[src/rtl/dzq_pkg.sv]
package dzq_pkg;

   localparam int ANGLE_BITS  = 21;
   localparam int RANDOM_BITS = 16;
   localparam int OUT_BITS    = ANGLE_BITS + 1;
   localparam int CELLS       = ANGLE_BITS;

   localparam int REQ_DATA_BITS = ((ANGLE_BITS + RANDOM_BITS + 7) / 8) * 8;
   localparam int RSP_DATA_BITS = ((OUT_BITS + 7) / 8) * 8;

   localparam logic [ANGLE_BITS-1:0] SMALL_ANGLE_LIMIT = ANGLE_BITS'(66);
   localparam logic [ANGLE_BITS-1:0] QSTEP_RESET       = ANGLE_BITS'(1144);
   localparam logic [ANGLE_BITS-1:0] DZW_RESET         = '0;

   typedef enum logic [0:0] {
      CSR_QSTEP = 1'b0,
      CSR_DZW   = 1'b1
   } csr_index_type;

   typedef struct packed {
      logic                   neg;
      logic                   bypass;
      logic [ANGLE_BITS-1:0]  raw;
      logic [ANGLE_BITS-1:0]  mag;
      logic [ANGLE_BITS-1:0]  step;
      logic [RANDOM_BITS-1:0] rnd;
      logic [ANGLE_BITS-1:0]  dvd;
      logic [ANGLE_BITS-1:0]  rem;
   } dzq_beat_type;

endpackage

[src/rtl/dzq_cell.sv]
module dzq_cell (
   input  logic                 clock,
   input  logic                 reset,
   input  logic                 in_valid,
   output logic                 in_ready,
   input  dzq_pkg::dzq_beat_type in_beat,
   output logic                 out_valid,
   input  logic                 out_ready,
   output dzq_pkg::dzq_beat_type out_beat
);
   import dzq_pkg::*;

   logic                  valid_ff;
   dzq_beat_type          beat_ff;
   logic [ANGLE_BITS:0]   trial;
   logic [ANGLE_BITS:0]   step_ext;
   logic [ANGLE_BITS:0]   diff;

   assign in_ready  = !valid_ff || out_ready;
   assign out_valid = valid_ff;

   // one restoring step: bring in the next dividend bit, subtract if it fits
   assign trial    = {beat_ff.rem, beat_ff.dvd[ANGLE_BITS-1]};
   assign step_ext = {1'b0, beat_ff.step};
   assign diff     = trial - step_ext;

   always_comb begin
      out_beat     = beat_ff;
      out_beat.dvd = {beat_ff.dvd[ANGLE_BITS-2:0], 1'b0};
      if (trial >= step_ext) begin
         out_beat.rem = diff[ANGLE_BITS-1:0];
      end else begin
         out_beat.rem = trial[ANGLE_BITS-1:0];
      end
   end

   always_ff @(posedge clock) begin
      if (reset) begin
         valid_ff <= 1'b0;
      end else if (in_ready) begin
         valid_ff <= in_valid;
      end
   end

   always_ff @(posedge clock) begin
      if (in_ready && in_valid) begin
         beat_ff <= in_beat;
      end
   end

endmodule

[src/rtl/dzq_round.sv]
module dzq_round (
   input  logic                           clock,
   input  logic                           reset,
   input  logic                           in_valid,
   output logic                           in_ready,
   input  dzq_pkg::dzq_beat_type          in_beat,
   output logic                           out_valid,
   input  logic                           out_ready,
   output logic [dzq_pkg::OUT_BITS-1:0]   out_angle
);
   import dzq_pkg::*;

   typedef struct packed {
      logic                              neg;
      logic                              bypass;
      logic [ANGLE_BITS-1:0]             raw;
      logic [ANGLE_BITS-1:0]             step;
      logic [ANGLE_BITS-1:0]             rem;
      logic [ANGLE_BITS-1:0]             base;
      logic [ANGLE_BITS+RANDOM_BITS-1:0] prod;
   } prod_type;

   logic                              v1_ff, v2_ff, v3_ff;
   logic                              rdy1, rdy2, rdy3;
   dzq_beat_type                      s1_ff;
   prod_type                          s2_ff, s2_in;
   logic [OUT_BITS-1:0]               angle_ff, angle_in;

   logic [ANGLE_BITS+RANDOM_BITS-1:0] rem_scaled;
   logic                              up;
   logic [OUT_BITS-1:0]               res, limit, res_sat;

   assign rdy3      = !v3_ff || out_ready;
   assign rdy2      = !v2_ff || rdy3;
   assign rdy1      = !v1_ff || rdy2;
   assign in_ready  = rdy1;
   assign out_valid = v3_ff;
   assign out_angle = angle_ff;

   always_comb begin
      s2_in.neg    = s1_ff.neg;
      s2_in.bypass = s1_ff.bypass;
      s2_in.raw    = s1_ff.raw;
      s2_in.step   = s1_ff.step;
      s2_in.rem    = s1_ff.rem;
      s2_in.base   = s1_ff.mag - s1_ff.rem;
      s2_in.prod   = (ANGLE_BITS+RANDOM_BITS)'(s1_ff.step)
                   * (ANGLE_BITS+RANDOM_BITS)'(s1_ff.rnd);
   end

   assign rem_scaled = {s2_ff.rem, {RANDOM_BITS{1'b0}}};
   assign up         = s2_ff.prod < rem_scaled;
   assign res        = OUT_BITS'(s2_ff.base)
                     + (up ? OUT_BITS'(s2_ff.step) : '0);
   assign limit      = s2_ff.neg ? (OUT_BITS'(1) << ANGLE_BITS)
                                 : ((OUT_BITS'(1) << ANGLE_BITS) - OUT_BITS'(1));
   assign res_sat    = (res > limit) ? limit : res;

   always_comb begin
      if (s2_ff.bypass) begin
         angle_in = {s2_ff.raw[ANGLE_BITS-1], s2_ff.raw};
      end else if (s2_ff.neg) begin
         angle_in = ~res_sat + OUT_BITS'(1);
      end else begin
         angle_in = res_sat;
      end
   end

   always_ff @(posedge clock) begin
      if (reset) begin
         v1_ff <= 1'b0;
         v2_ff <= 1'b0;
         v3_ff <= 1'b0;
      end else begin
         if (rdy1) begin
            v1_ff <= in_valid;
         end
         if (rdy2) begin
            v2_ff <= v1_ff;
         end
         if (rdy3) begin
            v3_ff <= v2_ff;
         end
      end
   end

   always_ff @(posedge clock) begin
      if (rdy1 && in_valid) begin
         s1_ff <= in_beat;
      end
      if (rdy2 && v1_ff) begin
         s2_ff <= s2_in;
      end
      if (rdy3 && v2_ff) begin
         angle_ff <= angle_in;
      end
   end

endmodule

[src/rtl/deadzone_stochastic_quantizer.sv]
// Dithered deadzone quantizer for a steering angle.
//
// req_ channel: one beat per angle, angle_in with a random fraction. rsp_
// channel: one beat per request in request order, the angle rounded up or down
// to a multiple of the active step (small angles and a zero step pass through).
// csr_ channel: register writes, csr_index 0 is quantization_step, 1 is
// deadzone_width; always ready, to be used only while no request is in flight.
//
// Path from req acceptance to rsp_tvalid: one register in each remainder
// cell, one cell per magnitude bit, then the capture, product and output
// registers of the rounding stage.
// Throughput: one beat per cycle while rsp_tready stays high, set by the cell
// row, where each cell resolves one remainder bit and passes the beat on.
//
// Reset clears every stage valid and loads the register defaults. When
// rsp_tready is low the result holds in the output register; earlier stages
// keep filling their empty slots and req_tready drops once the whole chain
// is full.
module deadzone_stochastic_quantizer (
   input  logic                                clock,
   input  logic                                reset,
   input  logic                                req_tvalid,
   output logic                                req_tready,
   // angle_in, random_fraction, zero pad
   input  logic [dzq_pkg::REQ_DATA_BITS-1:0]   req_tdata,
   output logic                                rsp_tvalid,
   input  logic                                rsp_tready,
   // angle_out, zero pad
   output logic [dzq_pkg::RSP_DATA_BITS-1:0]   rsp_tdata,
   input  logic                                csr_valid,
   output logic                                csr_ready,
   input  logic [0:0]                          csr_index,
   input  logic [dzq_pkg::ANGLE_BITS-1:0]      csr_data
);
   import dzq_pkg::*;

   logic [ANGLE_BITS-1:0]  qstep_ff, dzw_ff;
   logic [ANGLE_BITS-1:0]  raw;
   logic [RANDOM_BITS-1:0] rnd;
   logic                   neg;
   logic [ANGLE_BITS-1:0]  mag;
   logic [ANGLE_BITS-1:0]  step;
   dzq_beat_type           front_beat;

   logic                   cell_valid [CELLS+1];
   logic                   cell_ready [CELLS+1];
   dzq_beat_type           cell_beat  [CELLS+1];
   logic [OUT_BITS-1:0]    angle_out;

   assign csr_ready = 1'b1;

   always_ff @(posedge clock) begin
      if (reset) begin
         qstep_ff <= QSTEP_RESET;
         dzw_ff   <= DZW_RESET;
      end else if (csr_valid && csr_ready) begin
         case (csr_index_type'(csr_index))
            CSR_QSTEP: qstep_ff <= csr_data;
            CSR_DZW:   dzw_ff   <= csr_data;
            default:   ;
         endcase
      end
   end

   assign raw  = req_tdata[ANGLE_BITS-1:0];
   assign rnd  = req_tdata[ANGLE_BITS+RANDOM_BITS-1:ANGLE_BITS];
   assign neg  = raw[ANGLE_BITS-1];
   assign mag  = neg ? (~raw + ANGLE_BITS'(1)) : raw;
   assign step = (mag < dzw_ff) ? dzw_ff : qstep_ff;

   always_comb begin
      front_beat.neg    = neg;
      front_beat.bypass = (mag < SMALL_ANGLE_LIMIT) || (step == '0);
      front_beat.raw    = raw;
      front_beat.mag    = mag;
      front_beat.step   = step;
      front_beat.rnd    = rnd;
      front_beat.dvd    = mag;
      front_beat.rem    = '0;
   end

   assign cell_valid[0] = req_tvalid;
   assign cell_beat[0]  = front_beat;
   assign req_tready    = cell_ready[0];

   for (genvar i = 0; i < CELLS; i++) begin : g_cell
      dzq_cell u_cell (
         .clock     (clock),
         .reset     (reset),
         .in_valid  (cell_valid[i]),
         .in_ready  (cell_ready[i]),
         .in_beat   (cell_beat[i]),
         .out_valid (cell_valid[i+1]),
         .out_ready (cell_ready[i+1]),
         .out_beat  (cell_beat[i+1])
      );
   end

   dzq_round u_round (
      .clock     (clock),
      .reset     (reset),
      .in_valid  (cell_valid[CELLS]),
      .in_ready  (cell_ready[CELLS]),
      .in_beat   (cell_beat[CELLS]),
      .out_valid (rsp_tvalid),
      .out_ready (rsp_tready),
      .out_angle (angle_out)
   );

   assign rsp_tdata = RSP_DATA_BITS'(angle_out);

`ifndef SYNTHESIS
   a_first_cell_loaded: assert property (@(posedge clock) disable iff (reset)
      req_tvalid && req_tready |=> cell_valid[1])
      else $error("accepted beat did not reach the first cell");

   a_rem_below_step: assert property (@(posedge clock) disable iff (reset)
      cell_valid[CELLS] && !cell_beat[CELLS].bypass
         |-> cell_beat[CELLS].rem < cell_beat[CELLS].step)
      else $error("final remainder not below step");

   a_reset_empties: assert property (@(posedge clock)
      !reset && $past(reset) |-> !rsp_tvalid && !cell_valid[1] && !cell_valid[CELLS])
      else $error("pipeline not empty after reset");
`endif

endmodule

[config.mk]
export PLATFORM = sky130hd
export DESIGN_NAME = deadzone_stochastic_quantizer
export DESIGN_NICKNAME = d
export VERILOG_FILES = /design/src/rtl/dzq_pkg.sv /design/src/rtl/dzq_cell.sv /design/src/rtl/dzq_round.sv /design/src/rtl/deadzone_stochastic_quantizer.sv
export SDC_FILE = /design/constraint.sdc
export NUM_CORES = 2
export LEC_CHECK = 0
export BUFFER_PORTS_ARGS = -buffer_cell sky130_fd_sc_hd__buf_4
export CAP_MARGIN = 20
export CORE_MARGIN = 2
export CORE_UTILIZATION = 55
export DETAILED_ROUTE_END_ITERATION = 8
export PLACE_DENSITY = 0.71
export RECOVER_POWER = 25
export SLEW_MARGIN = 10
export SYNTH_ARGS = -nofsm -noshare
export SYNTH_HDL_FRONTEND = slang
export SYNTH_SLANG_ARGS = --single-unit
export TNS_END_PERCENT = 5
[constraint.sdc]
create_clock -name clock -period 33.2 [get_ports clock]
set_input_delay 6.64 -clock clock [delete_from_list [all_inputs] [get_ports clock]]
set_output_delay 6.64 -clock clock [all_outputs]
set_load 0.01 [all_outputs]
Yosys cells after proc, flatten, opt, wreduce, memory -nomap -nowiden:

Cells that the tools add are included.

* $add $sub $neg: 25
* $mul: 1
* order comparisons: 25
* multiplexer cells: 28
* bitwise logic cells: 3
* reduce and logical (&&, ||, !) cells: 76

Operators with widths (number)
* $mux W21: 23
* $sub A21 B21 Y21: 21
* $ge A22 B21 Y1: 20
* $mux W22: 4
* $lt A37 B37 Y1: 1
* $mul A21 B16 Y37: 1
* $logic_or A1 B1 Y1: 25
* $logic_and A1 B1 Y1: 24
* $logic_not A1 Y1: 24
* $add A21 B22 Y22: 1
* $add A22 B1 Y22 const B: 1
* $gt A22 B22 Y1: 1
* $not A22 Y22: 1
* $add A21 B1 Y21 const B: 1
* $ge A1 B21 Y1: 1
* $logic_not A21 Y1: 1
* $lt A21 B21 Y1: 1
* $lt A21 B7 Y1 const B: 1
* $not A21 Y21: 1
* $sub A1 B21 Y21: 1
* $reduce_and A2 Y1: 2
* $mux W1: 1
* $not A1 Y1: 1

* flip-flop bits (word level): 2644
* bits of input ports: 67
* output and inout bits: 27
* word-level logic and storage cells: 366

Depth between registers and ports, before layout:

* depth after elaboration: 26
* depth in mapped cells: 38
* gate-level depth less buffers: 34

By module:

Synthesis repeated with hierarchy kept, for this count alone.

* cells, all modules: 12163
* area total of the unflattened synthesis: 155303.9 µm²

Modules (own cells, without submodules)
* dzq_cell (g_cell[0].u_cell ...): times used 19, cells each 466, area an instance 6276.0 µm², sequential area each 3713.6 µm²
* dzq_round: times used 1, cells each 2039, area an instance 21286.7 µm², sequential area each 6996.7 µm²
* dzq_cell (g_cell[17].u_cell): times used 1, cells each 446, area an instance 5920.7 µm², sequential area each 3713.6 µm²
* dzq_cell (g_cell[16].u_cell): times used 1, cells each 443, area an instance 5889.4 µm², sequential area each 3713.6 µm²
* deadzone_stochastic_quantizer: times used 1, cells each 381, area an instance 2962.8 µm², sequential area each 840.8 µm²

Least setup slack after synthesis:

Ideal clock, no wire load.

* path kind: input-to-reg
* start: input port rsp_tready
* end: register g_cell[2].u_cell.beat_ff[0] (netlist bit) (enable)
* setup time: 711 ps
* data arrival time: 15118 ps
* data required time: 32489 ps
* setup slack: 17371 ps
* stages: 10
* path buffers: 2
* cells stage by stage: nor2b_1 and3_1 and2_1 clkbuf_1 nand3_1 or4_1 nor2_1 and4_1 clkbuf_1 a21boi_0

* cells in the longest elaborated chain, start to end: 23

RTL lines
* start, declared: line deadzone_stochastic_quantizer.sv:27 `input logic rsp_tready,`
* $logic_or A1 B1 Y1: line dzq_round.sv:33 `assign rdy3 = !v3_ff || out_ready;`
* $logic_or A1 B1 Y1: line dzq_round.sv:34 `assign rdy2 = !v2_ff || rdy3;`
* $logic_or A1 B1 Y1: line dzq_round.sv:35 `assign rdy1 = !v1_ff || rdy2;`
* $logic_or A1 B1 Y1 (19 in a row): line dzq_cell.sv:19 `assign in_ready = !valid_ff || out_ready;`
* $logic_and A1 B1 Y1: line dzq_cell.sv:46 `if (in_ready && in_valid) begin`
* end signal, assigned: line dzq_cell.sv:47 `beat_ff <= in_beat;`
* end, declared: line dzq_cell.sv:14 `dzq_beat_type beat_ff;`

No other way between the ends.
A chain may end at the register's enable or synchronous reset.

Worst setup path after layout:

* start: input port rsp_tready
* end: output port req_tready

* cells in the longest elaborated chain, start to end: 24

RTL lines
* $logic_or A1 B1 Y1: line dzq_round.sv:33
* $logic_or A1 B1 Y1: line dzq_round.sv:34
* $logic_or A1 B1 Y1: line dzq_round.sv:35
* $logic_or A1 B1 Y1 (21 in a row): line dzq_cell.sv:19
* end, declared: line deadzone_stochastic_quantizer.sv:23 `output logic req_tready,`

No other way between the ends.

==> results_dict.tcl <==
set metrics [dict create \
    status "complete, no violations" \
    r2r_slack_ns 23.37 \
    vdd_drop_max_mv 0.0605 \
    grt_pass1_vias 64700 \
    timing.max_cap.violations 0 \
    rsz0062_at_grt "no" \
    path_common_cell "buf_4" \
    ctsHoldBuffers 0 \
    synthesis.instances 8315 \
    worstPathCellList "buf_4 -> nor2b_1 -> and3_1 -> and2_1 -> nand3_1 -> or4_1 -> nor2_1 -> and4_1 -> nand4_1 -> buf_4" \
    power_density_mw_per_mm2 48.5 \
    cts_setup_buffers 0 \
    drv_slew 0 \
    crit_required_ns 26.56 \
    vias 63800 \
    drt_pass1_iterations 6 \
    max-clock-path-buffers 3 \
    r2r-start "u_round.rem_scaled[17]$_DFFE_PP_" \
    cts_resized 0 \
    route.detailed.drc 0 \
    place.gp.congestion 0.902 \
    clkLatencyLatePin_ns 0.89 \
    final_nets 9543 \
    grt_overflow 0 \
    synth-edff-count 2307 \
    max_freq_mhz 59.2 \
    yosysSeqAreaShare_pct 63.0 \
    grt_max_degree 82 \
    fp.dieW_um 455 \
    drt_iter0_markers 4737 \
    reg2reg_depth 33 \
    core_mm2 0.202 \
    io_buffers 87 \
    placed_cell_area_mm2 0.116 \
    grt_usage_pct 22.0 \
    finalHoldViolCount 0 \
    synth_top_flop_cell "edfxtp_1" \
    period_needed_ns 16.90 \
    worst-slew-pin-transition_ns 1.11 \
    dp_hpwl_um 160000 \
    cp-end-kind "primary output" \
    ioPinCount 94 \
    yosys_warnings 0 \
    area.growth.synth_to_final_pct 10.7 \
    max_slew_margin_pct 26.0 \
    htreeDepth 4 \
    cts.clk_slew.worst_paths_ns 0.06 \
    ant_nets 0 \
    final_area_mm2 0.124 \
    hold-path-endpoint "u_round.s2_ff[122]$_DFFE_PP_" \
    critical-path-top-delay-family "simple AND/OR/NAND/NOR gates" \
    antenna_found_initial 5 \
    tns_ns 0 \
    cts_tree "built" \
    initial_utilization_pct 55.4 \
    min_path_type "reg2reg" \
    min_from "u_round.s1_ff[120]$_DFFE_PP_" \
    p_leak_nw 46.9 \
    critPathMaxStageDelay_ns 0.64 \
    critPathLaunchType "primary input" \
    num_rows 165 \
    routed_wl_um 226000 \
    avgSynthCellArea_um2 13.5 \
    ctsRootBufferMaster "clkbuf_16" \
    crit_type "in2out" \
    syn-cell-area_mm2 0.112 \
    critical_path_arrival_ns 10.26 \
    synth_cell_types 92 \
    cts_inserted_buffers 229 \
    wl_per_cell_um 19.8 \
    viasPerCell 5.59 \
    path_max_fanout 7 \
    critPathBufInv 2 \
    holdPathStages 0 \
    synth-async-reset-ratio_pct 0 \
    numClockSinks 2373 \
    die_h_um 455 \
    critPathSlowestCell "or4_1" \
    synth-seq-cells 2373 \
    finalSetupViolCount 0 \
    diodes 0 \
    die-area_mm2 0.207 \
    drive_gt1_share_pct 8.66 \
    clock-skew-final_ns 0.0846 \
    grt_pass1_wl_um 356000 \
    period_share_pct 50.9 \
    r2r-end "u_round.out_angle[20]$_DFFE_PP_" \
]
worst reg2reg max path: cells and delay by family, from the launching register on:
family / cells / cell delay, ns
AOI/OAI and AO/OA: 21 / 6.34
xor gates and xnor gates: 1 / 0.09
adders and majority gates: 4 / 1.26
buffers and inverters: 2 / 0.22
DFF: 1 / 0.36
and+or+nand+nor: 5 / 1.36
how the worst max path moves through the flow:
stage	start	to	slack (ns)	cells after the start
finish	rsp_tready	req_tready	16.30	10
global route	rsp_tready	req_tready	16.09	10
CTS	rsp_tready	req_tready	16.35	10
detailed placement	rsp_tready	req_tready	16.44	10
global placement	rsp_tready	req_tready	16.52	10
floorplan	rsp_tready	g_cell[2].u_cell.beat_ff[0]$_DFFE_PP_	17.37	10
synthesized netlist by cell type (all sizes together) (20+ instances only):
library cell | n | area share, %
or2 | 20 | 0.11
o21ai | 398 | 1.8
nand3 | 79 | 0.35
ha | 633 | 7.1
o41ai | 24 | 0.22
nor4 | 38 | 0.23
dfxtp | 66 | 1.2
a211oi | 48 | 0.34
inv | 928 | 3.1
nor2 | 389 | 1.3
a31oi | 42 | 0.23
edfxtp | 2307 | 62
and2 | 166 | 0.93
clkbuf | 153 | 0.51
nand2 | 699 | 2.3
or3 | 43 | 0.24
o211ai | 25 | 0.17
and3 | 35 | 0.20
xnor2 | 243 | 1.9
a21boi | 38 | 0.25
nand2b | 61 | 0.34
nand4 | 79 | 0.44
a21oi | 452 | 2.0
fa | 285 | 5.1
o31ai | 40 | 0.27
o21a | 82 | 0.55
mux2 | 162 | 1.6
o21bai | 44 | 0.30
xor2 | 140 | 1.1
nor3 | 104 | 0.46
nor2b | 94 | 0.52
a21o | 147 | 0.99
mux2i | 36 | 0.32
metrics by stage:
step / setup WS [ns] / util, % / hold WS [ns] / total power, mW / instances
after floorplan: 17.37 / - / 0.400 / 3.43 / 8316
after global placement: 16.52 / 57.5 / 0.400 / 3.46 / 11000
after detailed placement: 16.44 / 57.5 / 0.405 / 3.47 / 11000
after CTS: 16.35 / 61.3 / 0.364 / 6.08 / 11400
after global routing: 16.09 / 61.3 / 0.395 / 6.20 / 11400
final: 16.30 / 61.3 / 0.374 / 6.02 / 11400
area by class of cell:
type	instances	area, um^2
Multi-Input combinational cell	4850	37600
Sequential cell	2373	70600
Clock buffer	276	5910
Inverter	929	3490
Timing Repair Buffer	175	1330
Fill cell	15000	78300
Tap cell	2672	3340
Clock inverter	149	1780
power by group:
group	internal (mW)	switching (mW)	total, mW
combinational	0.0405	0.0633	0.104
clock	1.49	1.13	2.62
sequential	3.28	0.0158	3.30
flip-flops by register name, indices dropped and copies added, names as in the netlist:
| signal | cells |
|---|---|
| dzw_ff | 21 |
| g_cell.u_cell.beat_ff | 420 |
| g_cell.u_cell.out_beat | 1659 |
| g_cell.u_cell.out_valid | 21 |
| qstep_ff | 21 |
| u_round.out_angle | 22 |
| u_round.out_valid | 1 |
| u_round.rem_scaled | 21 |
| u_round.s1_ff | 100 |
| u_round.s2_ff | 85 |
| u_round.v1_ff | 1 |
| u_round.v2_ff | 1 |
metal layers:
metal  track usage (%)  up-vias  part of all wire, %
met5                 0        -                    0
met4              7.66        0                  3.5
met3              2.94      434                  4.3
met2              39.0     1494                   51
met1              27.8    31500                   41
li1                  -    30400                    -
cell families after synthesis:
family / share of synthesized area, %
other: 0.00670
and+or+nand+nor: 7.89
xor gates and xnor gates: 3.00
muxes: 1.95
AOI/OAI and AO/OA: 8.29
buffers and inverters: 3.67
DFF: 63.0
adders and majority gates: 12.2
placed cells by master, fill, tap and decap left out, types with 19 or more instances in the layout:
master / synthesis / final
or2_2: 19 / 19
a21oi_1: 452 / 451
a31oi_1: 42 / 37
clkinv_1: 1 / 48
o31ai_1: 40 / 40
o21ai_0: 395 / 395
nand3_1: 79 / 79
fa_1: 285 / 285
a21o_1: 146 / 146
ha_1: 633 / 633
and3_1: 34 / 34
buf_4: 3 / 172
inv_1: 926 / 926
o21bai_1: 43 / 43
nand2b_1: 61 / 61
mux2_2: 162 / 162
mux2i_1: 36 / 36
a21boi_0: 38 / 31
nand4_1: 79 / 79
nor2_1: 389 / 387
or3_1: 42 / 42
a211oi_1: 46 / 45
o41ai_1: 19 / 19
clkbuf_1: 153 / 47
dfxtp_1: 66 / 66
nor3_1: 104 / 104
and2_1: 166 / 163
nand2_1: 699 / 699
bufinv_16: 0 / 27
xnor2_1: 242 / 242
edfxtp_1: 2307 / 2307
o211ai_1: 25 / 25
xor2_1: 140 / 140
o21a_1: 82 / 81
nor2b_1: 94 / 84
nor4_1: 37 / 37
clkbuf_16: 0 / 230
clkinv_2: 0 / 43
(Power assumes the default switching activity.)
